===== config.mk =====
export PLATFORM = sky130hd
export DESIGN_NAME = voxel_ray_traversal
export DESIGN_NICKNAME = d
export VERILOG_FILES = /design/src/rtl/vrt_pkg.sv /design/src/rtl/vrt_front.sv /design/src/rtl/vrt_back.sv /design/src/rtl/voxel_ray_traversal.sv
export SDC_FILE = /design/constraint.sdc
export NUM_CORES = 2
export LEC_CHECK = 0
export BUFFER_PORTS_ARGS = -buffer_cell sky130_fd_sc_hd__buf_2
export CAP_MARGIN = 20
export CORE_MARGIN = 4
export CORE_UTILIZATION = 40
export CTS_CLUSTER_DIAMETER = 40
export DETAILED_ROUTE_END_ITERATION = 6
export PLACE_DENSITY = 0.63
export SLEW_MARGIN = 20
export SYNTH_ARGS = -nofsm -noshare
export SYNTH_HDL_FRONTEND = slang
export SYNTH_SLANG_ARGS = --single-unit

===== constraint.sdc =====
create_clock -name clk_i -period 22.3 [get_ports clk_i]
set_clock_uncertainty 0.2 [all_clocks]
set_input_delay 3.345 -clock clk_i [delete_from_list [all_inputs] [get_ports clk_i]]
set_output_delay 3.345 -clock clk_i [all_outputs]
set_load 0.02 [all_outputs]

===== src/rtl/vrt_pkg.sv =====
`timescale 1ns / 1ps
package vrt_pkg;

  // Command codes carried in tuser
  typedef enum logic {
    CMD_START = 1'b0,
    CMD_STEP  = 1'b1
  } cmd_e;

  localparam logic [24:0] FracOne = 25'h100_0000;

  // One queued request
  typedef struct packed {
    cmd_e                     cmd;
    logic [2:0][31:0]         origin;
    logic [2:0][17:0]         dir;
  } req_t;

endpackage


===== src/rtl/vrt_front.sv =====
`timescale 1ns / 1ps
module vrt_front import vrt_pkg::*; (
  input  logic         clk_i,
  input  logic         rst_ni,
  input  logic         s_tvalid_i,
  output logic         s_tready_o,
  input  logic [151:0] s_tdata_i,
  input  logic         s_tuser_i,
  output logic         deq_valid_o,
  input  logic         deq_ready_i,
  output req_t         deq_req_o
);

  req_t       queue_q [2];
  logic       wr_ptr_q, rd_ptr_q;
  logic [1:0] count_q;
  logic       push, pop;
  req_t       req;

  // Unpack and classify the incoming request
  always_comb begin
    req.cmd       = cmd_e'(s_tuser_i);
    req.origin[0] = s_tdata_i[31:0];
    req.origin[1] = s_tdata_i[63:32];
    req.origin[2] = s_tdata_i[95:64];
    req.dir[0]    = s_tdata_i[113:96];
    req.dir[1]    = s_tdata_i[131:114];
    req.dir[2]    = s_tdata_i[149:132];
  end

  assign s_tready_o  = (count_q != 2'd2);
  assign push        = s_tvalid_i && s_tready_o;
  assign deq_valid_o = (count_q != 2'd0);
  assign pop         = deq_valid_o && deq_ready_i;
  assign deq_req_o   = queue_q[rd_ptr_q];

  // Store requests
  always_ff @(posedge clk_i) begin
    if (push) begin
      queue_q[wr_ptr_q] <= req;
    end
  end

  // Advance pointers and fill count
  always_ff @(posedge clk_i or negedge rst_ni) begin
    if (!rst_ni) begin
      wr_ptr_q <= 1'b0;
      rd_ptr_q <= 1'b0;
      count_q  <= 2'd0;
    end else begin
      if (push) wr_ptr_q <= ~wr_ptr_q;
      if (pop)  rd_ptr_q <= ~rd_ptr_q;
      count_q <= count_q + {1'b0, push} - {1'b0, pop};
    end
  end

  a_count_max: assert property (@(posedge clk_i) disable iff (!rst_ni)
    count_q != 2'd3) else $error("queue count out of range");
  a_ptr_gap: assert property (@(posedge clk_i) disable iff (!rst_ni)
    (count_q == 2'd1) |-> (wr_ptr_q != rd_ptr_q)) else $error("pointer mismatch");
  a_no_push_full: assert property (@(posedge clk_i) disable iff (!rst_ni)
    (count_q == 2'd2) |=> (count_q != 2'd0)) else $error("queue drained too fast");

endmodule


===== src/rtl/vrt_back.sv =====
`timescale 1ns / 1ps
module vrt_back import vrt_pkg::*; #(
  parameter int unsigned STEP_LIMIT = 100
) (
  input  logic        clk_i,
  input  logic        rst_ni,
  input  logic [23:0] cell_size_i,
  input  logic        deq_valid_i,
  output logic        deq_ready_o,
  input  req_t        deq_req_i,
  output logic        m_tvalid_o,
  input  logic        m_tready_i,
  output logic [47:0] m_tdata_o,
  output logic [1:0]  m_tuser_o
);

  localparam int unsigned CntW = $clog2(STEP_LIMIT + 1);

  localparam logic [2:0] S_IDLE = 3'd0;
  localparam logic [2:0] S_LOAD = 3'd1;
  localparam logic [2:0] S_DIV  = 3'd2;
  localparam logic [2:0] S_DONE = 3'd3;
  localparam logic [2:0] S_MSEL = 3'd4;
  localparam logic [2:0] S_MHI  = 3'd5;
  localparam logic [2:0] S_UPD  = 3'd6;
  localparam logic [2:0] S_OUT  = 3'd7;

  logic [2:0]        st_q;
  cmd_e              op_q;
  logic [1:0]        axis_q;
  logic [5:0]        it_q;
  logic [55:0]       num_q, quo_q;
  logic [24:0]       rem_q;
  logic [23:0]       den_q;
  logic              neg_q;
  logic [1:0]        best_q;
  logic              bestv_q;
  logic [40:0]       bt_q;
  logic [58:0]       prod_q;
  logic [2:0][15:0]  idx_q;
  logic [2:0][24:0]  frac_q;
  logic [2:0][17:0]  dir_q;
  logic [2:0][31:0]  org_q;
  logic [CntW-1:0]   cnt_q;
  logic [47:0]       rep_q;
  logic              out_v_q;
  logic [47:0]       out_d_q;
  logic [1:0]        out_u_q;

  // Per-axis values for the current axis
  logic [17:0] dir_a, dmag;
  logic [31:0] org_a, omag;
  logic [24:0] frac_a, remain;
  logic [24:0] rem_sh;
  logic        qbit;
  logic [39:0] qm, qs;
  logic [40:0] tq;
  logic [42:0] delta;
  logic [43:0] fsum;
  logic [23:0] size;
  logic [41:0] prod_lo;
  logic [34:0] prod_hi;

  always_comb begin
    dir_a   = dir_q[axis_q];
    org_a   = org_q[axis_q];
    frac_a  = frac_q[axis_q];
    dmag    = dir_a[17] ? 18'(-dir_a) : dir_a;
    omag    = org_a[31] ? 32'(-org_a) : org_a;
    remain  = dir_a[17] ? frac_a : 25'(FracOne - frac_a);
    rem_sh  = {rem_q[23:0], num_q[55]};
    qbit    = (rem_sh >= {1'b0, den_q});
    qm      = quo_q[39:0] + {39'd0, (neg_q && (rem_q != 25'd0))};
    qs      = neg_q ? 40'(-qm) : qm;
    tq      = quo_q[40:0];
    delta   = prod_q[58:16];
    fsum    = {19'd0, frac_a} + {1'b0, delta};
    size    = (cell_size_i == 24'd0) ? 24'd1 : cell_size_i;
    prod_lo = {18'd0, bt_q[23:0]} * {24'd0, dmag};
    prod_hi = {18'd0, bt_q[40:24]} * {17'd0, dmag};
  end

  assign deq_ready_o = (st_q == S_IDLE);
  assign m_tvalid_o  = out_v_q;
  assign m_tdata_o   = out_d_q;
  assign m_tuser_o   = out_u_q;

  // Payload of the result register
  always_ff @(posedge clk_i) begin
    if (st_q == S_OUT && (!out_v_q || m_tready_i)) begin
      out_d_q <= rep_q;
      out_u_q <= bestv_q ? best_q : 2'd0;
    end
  end

  // Load or drop the result valid
  always_ff @(posedge clk_i or negedge rst_ni) begin
    if (!rst_ni) begin
      out_v_q <= 1'b0;
    end else if (st_q == S_OUT && (!out_v_q || m_tready_i)) begin
      out_v_q <= 1'b1;
    end else if (m_tready_i) begin
      out_v_q <= 1'b0;
    end
  end

  // Sequencer: shared divider and split multiplier
  always_ff @(posedge clk_i or negedge rst_ni) begin
    if (!rst_ni) begin
      st_q    <= S_IDLE;
      op_q    <= CMD_START;
      axis_q  <= 2'd0;
      it_q    <= 6'd0;
      num_q   <= '0;
      quo_q   <= '0;
      rem_q   <= '0;
      den_q   <= 24'd1;
      neg_q   <= 1'b0;
      best_q  <= 2'd0;
      bestv_q <= 1'b0;
      bt_q    <= '0;
      prod_q  <= '0;
      idx_q   <= '0;
      frac_q  <= '0;
      dir_q   <= '0;
      org_q   <= '0;
      cnt_q   <= '0;
      rep_q   <= '0;
    end else begin
      unique case (st_q)
        S_IDLE: begin
          if (deq_valid_i) begin
            op_q   <= deq_req_i.cmd;
            axis_q <= 2'd0;
            if (deq_req_i.cmd == CMD_START) begin
              org_q <= deq_req_i.origin;
              dir_q <= deq_req_i.dir;
              st_q  <= S_LOAD;
            end else if (cnt_q < CntW'(STEP_LIMIT)) begin
              cnt_q   <= cnt_q + 1'b1;
              rep_q   <= {idx_q[2], idx_q[1], idx_q[0]};
              bestv_q <= 1'b0;
              st_q    <= S_LOAD;
            end
          end
        end
        S_LOAD: begin
          rem_q <= '0;
          quo_q <= '0;
          if (op_q == CMD_START) begin
            num_q <= {omag, 24'd0};
            den_q <= size;
            neg_q <= org_a[31];
            it_q  <= 6'd56;
            st_q  <= S_DIV;
          end else if (dir_a == 18'd0) begin
            if (axis_q == 2'd2) begin
              axis_q <= 2'd0;
              st_q   <= bestv_q ? S_MSEL : S_OUT;
            end else begin
              axis_q <= axis_q + 2'd1;
            end
          end else begin
            num_q <= {remain, 31'd0};
            den_q <= {6'd0, dmag};
            neg_q <= 1'b0;
            it_q  <= 6'd41;
            st_q  <= S_DIV;
          end
        end
        S_DIV: begin
          rem_q <= qbit ? 25'(rem_sh - {1'b0, den_q}) : rem_sh;
          quo_q <= {quo_q[54:0], qbit};
          num_q <= {num_q[54:0], 1'b0};
          it_q  <= it_q - 6'd1;
          if (it_q == 6'd1) st_q <= S_DONE;
        end
        S_DONE: begin
          if (op_q == CMD_START) begin
            idx_q[axis_q]  <= qs[39:24];
            frac_q[axis_q] <= {1'b0, qs[23:0]};
            if (axis_q == 2'd2) begin
              cnt_q <= '0;
              st_q  <= S_IDLE;
            end else begin
              axis_q <= axis_q + 2'd1;
              st_q   <= S_LOAD;
            end
          end else begin
            if (!bestv_q || tq < bt_q) begin
              best_q  <= axis_q;
              bt_q    <= tq;
              bestv_q <= 1'b1;
            end
            if (axis_q == 2'd2) begin
              axis_q <= 2'd0;
              st_q   <= S_MSEL;
            end else begin
              axis_q <= axis_q + 2'd1;
              st_q   <= S_LOAD;
            end
          end
        end
        S_MSEL: begin
          if (axis_q == best_q || dir_a == 18'd0) begin
            if (axis_q == 2'd2) begin
              st_q <= S_OUT;
            end else begin
              axis_q <= axis_q + 2'd1;
            end
          end else begin
            prod_q <= {17'd0, prod_lo};
            st_q   <= S_MHI;
          end
        end
        S_MHI: begin
          prod_q <= prod_q + {prod_hi, 24'd0};
          st_q   <= S_UPD;
        end
        S_UPD: begin
          if (!dir_a[17]) begin
            frac_q[axis_q] <= (fsum > {19'd0, FracOne}) ? FracOne : fsum[24:0];
          end else begin
            frac_q[axis_q] <= ({18'd0, frac_a} >= delta) ? 25'(frac_a - delta[24:0])
                                                          : 25'd0;
          end
          // revisit select for the next axis
          if (axis_q != 2'd2) begin
            axis_q <= axis_q + 2'd1;
            st_q   <= S_MSEL;
          end else begin
            st_q   <= S_OUT;
          end
        end
        S_OUT: begin
          if (!out_v_q || m_tready_i) begin
            // advance the stepped axis once the report is loaded
            if (bestv_q) begin
              idx_q[best_q]  <= dir_q[best_q][17] ? idx_q[best_q] - 16'd1
                                                  : idx_q[best_q] + 16'd1;
              frac_q[best_q] <= dir_q[best_q][17] ? FracOne : 25'd0;
            end
            st_q <= S_IDLE;
          end
        end
        default: st_q <= S_IDLE;
      endcase
    end
  end

  a_den_nonzero: assert property (@(posedge clk_i) disable iff (!rst_ni)
    (st_q == S_DIV) |-> (den_q != 24'd0)) else $error("divide by zero");
  a_cnt_limit: assert property (@(posedge clk_i) disable iff (!rst_ni)
    cnt_q <= CntW'(STEP_LIMIT)) else $error("step count over limit");
  a_upd_other: assert property (@(posedge clk_i) disable iff (!rst_ni)
    (st_q == S_UPD) |-> (axis_q != best_q && bestv_q)) else $error("stepped axis moved");
  a_rem_bound: assert property (@(posedge clk_i) disable iff (!rst_ni)
    (st_q == S_DIV) |-> (rem_q < {1'b0, den_q})) else $error("remainder too large");

endmodule


===== src/rtl/voxel_ray_traversal.sv =====
`timescale 1ns / 1ps
// Channel   | Dir | Contents
// s_axis    | in  | tdata: origin_x/y/z (32 each), dir_x/y/z (18 each); tuser: command
// m_axis    | out | tdata: voxel_x/y/z (16 each); tuser: axis_stepped
// cell_size | in  | write enable and 24-bit data
// Start: three 56-step divisions by the voxel size.
// Step: accept, then for each axis a 41-step division if its direction is non-zero,
// else a skip; then an update pass that multiplies for each moved axis; then output.
// The divider is shared by the axes in turn. A full result register holds the engine.
// A two-entry queue decouples input acceptance from the engine.
// Reset clears all ray state and control; no clearing pass.
// Steps past the limit and start commands produce no output.
module voxel_ray_traversal import vrt_pkg::*; #(
  parameter int unsigned STEP_LIMIT = 100
) (
  input  logic         clk_i,
  input  logic         rst_ni,
  input  logic         cell_size_we_i,
  input  logic [23:0]  cell_size_i,
  input  logic         s_axis_tvalid,
  output logic         s_axis_tready,
  input  logic [151:0] s_axis_tdata,   // origin_x, origin_y, origin_z, dir_x, dir_y, dir_z
  input  logic         s_axis_tuser,   // command
  output logic         m_axis_tvalid,
  input  logic         m_axis_tready,
  output logic [47:0]  m_axis_tdata,   // voxel_x, voxel_y, voxel_z
  output logic [1:0]   m_axis_tuser    // axis_stepped
);

  logic [23:0] cell_size_q;
  logic        deq_valid, deq_ready;
  req_t        deq_req;

  // Hold the voxel size register
  always_ff @(posedge clk_i or negedge rst_ni) begin
    if (!rst_ni) begin
      cell_size_q <= 24'd6554;
    end else if (cell_size_we_i) begin
      cell_size_q <= cell_size_i;
    end
  end

  vrt_front u_front (
    .clk_i       (clk_i),
    .rst_ni      (rst_ni),
    .s_tvalid_i  (s_axis_tvalid),
    .s_tready_o  (s_axis_tready),
    .s_tdata_i   (s_axis_tdata),
    .s_tuser_i   (s_axis_tuser),
    .deq_valid_o (deq_valid),
    .deq_ready_i (deq_ready),
    .deq_req_o   (deq_req)
  );

  vrt_back #(.STEP_LIMIT(STEP_LIMIT)) u_back (
    .clk_i        (clk_i),
    .rst_ni       (rst_ni),
    .cell_size_i  (cell_size_q),
    .deq_valid_i  (deq_valid),
    .deq_ready_o  (deq_ready),
    .deq_req_i    (deq_req),
    .m_tvalid_o   (m_axis_tvalid),
    .m_tready_i   (m_axis_tready),
    .m_tdata_o    (m_axis_tdata),
    .m_tuser_o    (m_axis_tuser)
  );

endmodule


==> impl_metrics.ini <==
[synth]
ys.flop_type = dfrtp_1
ys_seq_area_frac = 0.344
synth-edff-count = 352
ys_top_cells_by_area = dfrtp_1, fa_1, edfxtp_1
synth_nets = 8697
ys_types = 96
ys_warn_count = 0
syn_area_um2 = 72900
syn-instance-count = 7520
ys_ff_latch = 931
avgSynthCellArea_um2 = 9.70
synth_async_sr_flop_share = 0.622
synth_top_area_frac = 0.196
synth_area_leader_cell = dfrtp_1

[floorplan]
io_pins = 234
die-area_um2 = 189000
die_w_um = 435
start_util = 0.403
fp.dieH_um = 435
num_rows = 156
fp.coreArea_um2 = 181000

[worst_hold_path]
hold_depth = 0
min-delay-start = u_back.rep_q[9]
min_to = u_back.m_tdata_o[9]
min_path_type = reg -> reg

[setup_path]
r2r_slack_ns = 9.20
cp.arrival_ns = 13.54
start_kind = flip-flop
cpMostUsedCell = fa_1
cp_top_family = compound AO/OA/AOI/OAI gates
crit_fanout = 42
cp.required_ns = 22.74
cp_slowest_cell = o41ai_1
end_kind = flip-flop
path_class = reg -> reg
rr_worst_depth = 41
timing.rr.end = u_back.prod_q[58]
critPathMaxStageDelay_ns = 0.86
worst-path-buf-inv = 8
r2r_start = u_back.axis_q[1]

[pwr]
ir_worst_vdd_uv = 230
power_leakage_uw = 0.0371
powerDensity_nw_per_um2 = 129

[finish]
fin_util = 0.449
drive_gt1_frac = 0.104
nNetsFinal = 8718
area_growth_pct = 11.4

[global_route]
grt_max_degree = 161
grt_pass1_wl_mm = 331
grt_overflow_total = 0
track_usage = 0.218
grt_pass1_vias = 57073
antenna_found_initial = 12

[cts]
cts_tree = built
clock_path_buffers = 3
post_cts_buffers = 0
cts_num_sinks = 931
clockRootBuffer = clkbuf_16
clkTransAtPathRegs_ns = 0.06
clk_latency_ns = 0.76
cts_resized = 0
cts_made_buffers = 139
htreeDepth = 4
cts_hold_buf = 0

[drt]
vias = 55925
drtIter0Drc = 4768
vias_per_cell = 5.58
wirelength_mm = 208
remaining_drc_errors = 0
first_pass_iters = 6
antenna_left = 0
wl_per_cell_um = 20.8

[timing]
fin_crit_sh = 0.588
tns_ns = 0
fmax_mhz = 76.3
min_period_ns = 13.10
relSlewSlack = 0.183
drv_slew = 0
hold_viol = 0
worstMarginPinSlew_ns = 1.21
rsz0062_at_grt = false
setup_viol = 0

[placement]
dpl.hpwl_mm = 152
gp_congestion = 0.939
port-buffer-count = 231

[run_status]
run_status = finished clean

[run]
cap_violations = 0
[cell usage after synthesis (all sizes together), types with 23 or more instances]
master and number:
a211oi 29, a21o 88, a21oi 412, a221o 45, a221oi 24, a22o 47
a22oi 63, a31oi 55, and2 259, and3 33, buf 60, clkbuf 396
dfrtp 571, edfxtp 352, fa 594, ha 401, inv 865, mux2 123
mux2i 287, nand2 856, nand2b 42, nand3 106, nand4 57, nor2 480
nor2b 45, nor3 86, nor4 51, o211ai 36, o21a 27, o21ai 393
o21bai 23, o221ai 28, o2bb2ai 29, o31ai 30, or3 26, xnor2 180
xor2 102
[placed cells by master, fill, tap and decap left out, types with 26 or more instances in the layout]
cell type	count
a211oi_1	28
a21o_1	88
a21oi_1	410
a221o_1	45
a22o_1	47
a22oi_1	63
a31oi_1	54
and2_1	257
and3_1	31
buf_2	230
buf_4	103
clkbuf_16	141
dfrtp_1	567
edfxtp_1	352
fa_1	594
ha_1	401
inv_1	865
mux2_2	123
mux2i_1	287
nand2_1	854
nand2b_1	42
nand3_1	106
nand4_1	56
nor2_1	474
nor2b_1	43
nor3_1	85
nor4_1	44
o211ai_1	36
o21a_1	27
o21ai_0	368
o221ai_1	28
o2bb2ai_1	29
o31ai_1	28
or3_1	26
xnor2_1	175
xor2_1	92
[power breakdown]
part	switching (uW)	total (uW)	leakage (uW)	internal (uW)
clock network	864	2190	0.00229	1330
registers	349	2700	0.0105	2350
logic	3840	5550	0.0243	1710
[metal layers]
metal | vias to the layer above | share of wire | wire length [um] | GRT usage
met4 | 0 | 0.031 | 6510 | 0.0679
met1 | 28210 | 0.43 | 90600 | 0.300
met3 | 348 | 0.065 | 13600 | 0.0344
met2 | 1873 | 0.47 | 97600 | 0.356
met5 | - | 0 | 0 | 0
li1 | 25494 | - | - | -
[worst register-to-register path: cells and delay by family, from the launching register on]
family	cells	cell delay [ns]
and+or+nand+nor	9	1.71
xor gates and xnor gates	3	0.50
AOI/OAI and AO/OA	11	4.03
adders and majority gates	9	3.88
buffers and inverters	8	1.53
muxes	1	0.33
DFF	1	0.79
[cells by family after synthesis]
family,share of synthesized area
simple gates,0.134
compound gates,0.130
buf+inv,0.0689
fa+ha+maj,0.232
flops,0.344
mux,0.0584
xor+xnor,0.0339
[flip-flops by register name (all words and copies together), names as in the netlist, 43 cells and up]
name              cells
u_back.frac_q        75
u_back.prod_q        43
u_back.dir_q         54
u_back.idx_q         48
u_front.queue_q     302
u_back.rep_q         48
u_back.m_tdata_o     48
u_back.org_q         96
[worst max path at each step]
stage	start	to	cells after the start	slack, ns
finish	u_back.axis_q[1]	u_back.prod_q[58]	41	9.20
global route	u_back.axis_q[1]	u_back.prod_q[58]	41	8.38
CTS	u_back.axis_q[1]	u_back.prod_q[58]	40	9.29
detailed placement	u_back.axis_q[1]	u_back.prod_q[58]	41	9.36
global placement	u_back.axis_q[1]	u_back.prod_q[58]	40	9.45
floorplan	u_back.axis_q[1]	u_back.prod_q[58]	43	11.28
[layout make-up]
| type | instances | area (um^2) |
|---|---|---|
| antenna | 1 | 2.50 |
| clock buffer | 163 | 3680 |
| clock inverter | 95 | 1070 |
| fill | 16993 | 99900 |
| inverter | 866 | 3250 |
| multi-input combinational | 5267 | 43200 |
| sequential | 931 | 25100 |
| tap | 2370 | 2970 |
| timing repair buffer | 336 | 1970 |
[per-stage QoR]
step / instance area [um^2] / hold slack, ns / setup WS [ns] / total power [uW] / std cells
2_1_floorplan: 72900 / 0.221 / 11.28 / 6240 / 7520
3_3_place_gp: 76500 / 0.229 / 9.45 / 8090 / 9770
3_5_place_dp: 76500 / 0.230 / 9.36 / 8200 / 9770
4_1_cts: 81200 / 0.236 / 9.29 / 10400 / 10028
5_1_grt: 81200 / 0.248 / 8.38 / 11100 / 10028
6_report: 81200 / 0.235 / 9.20 / 10400 / 10029
No activity file was read; power rests on OpenSTA's default activity.
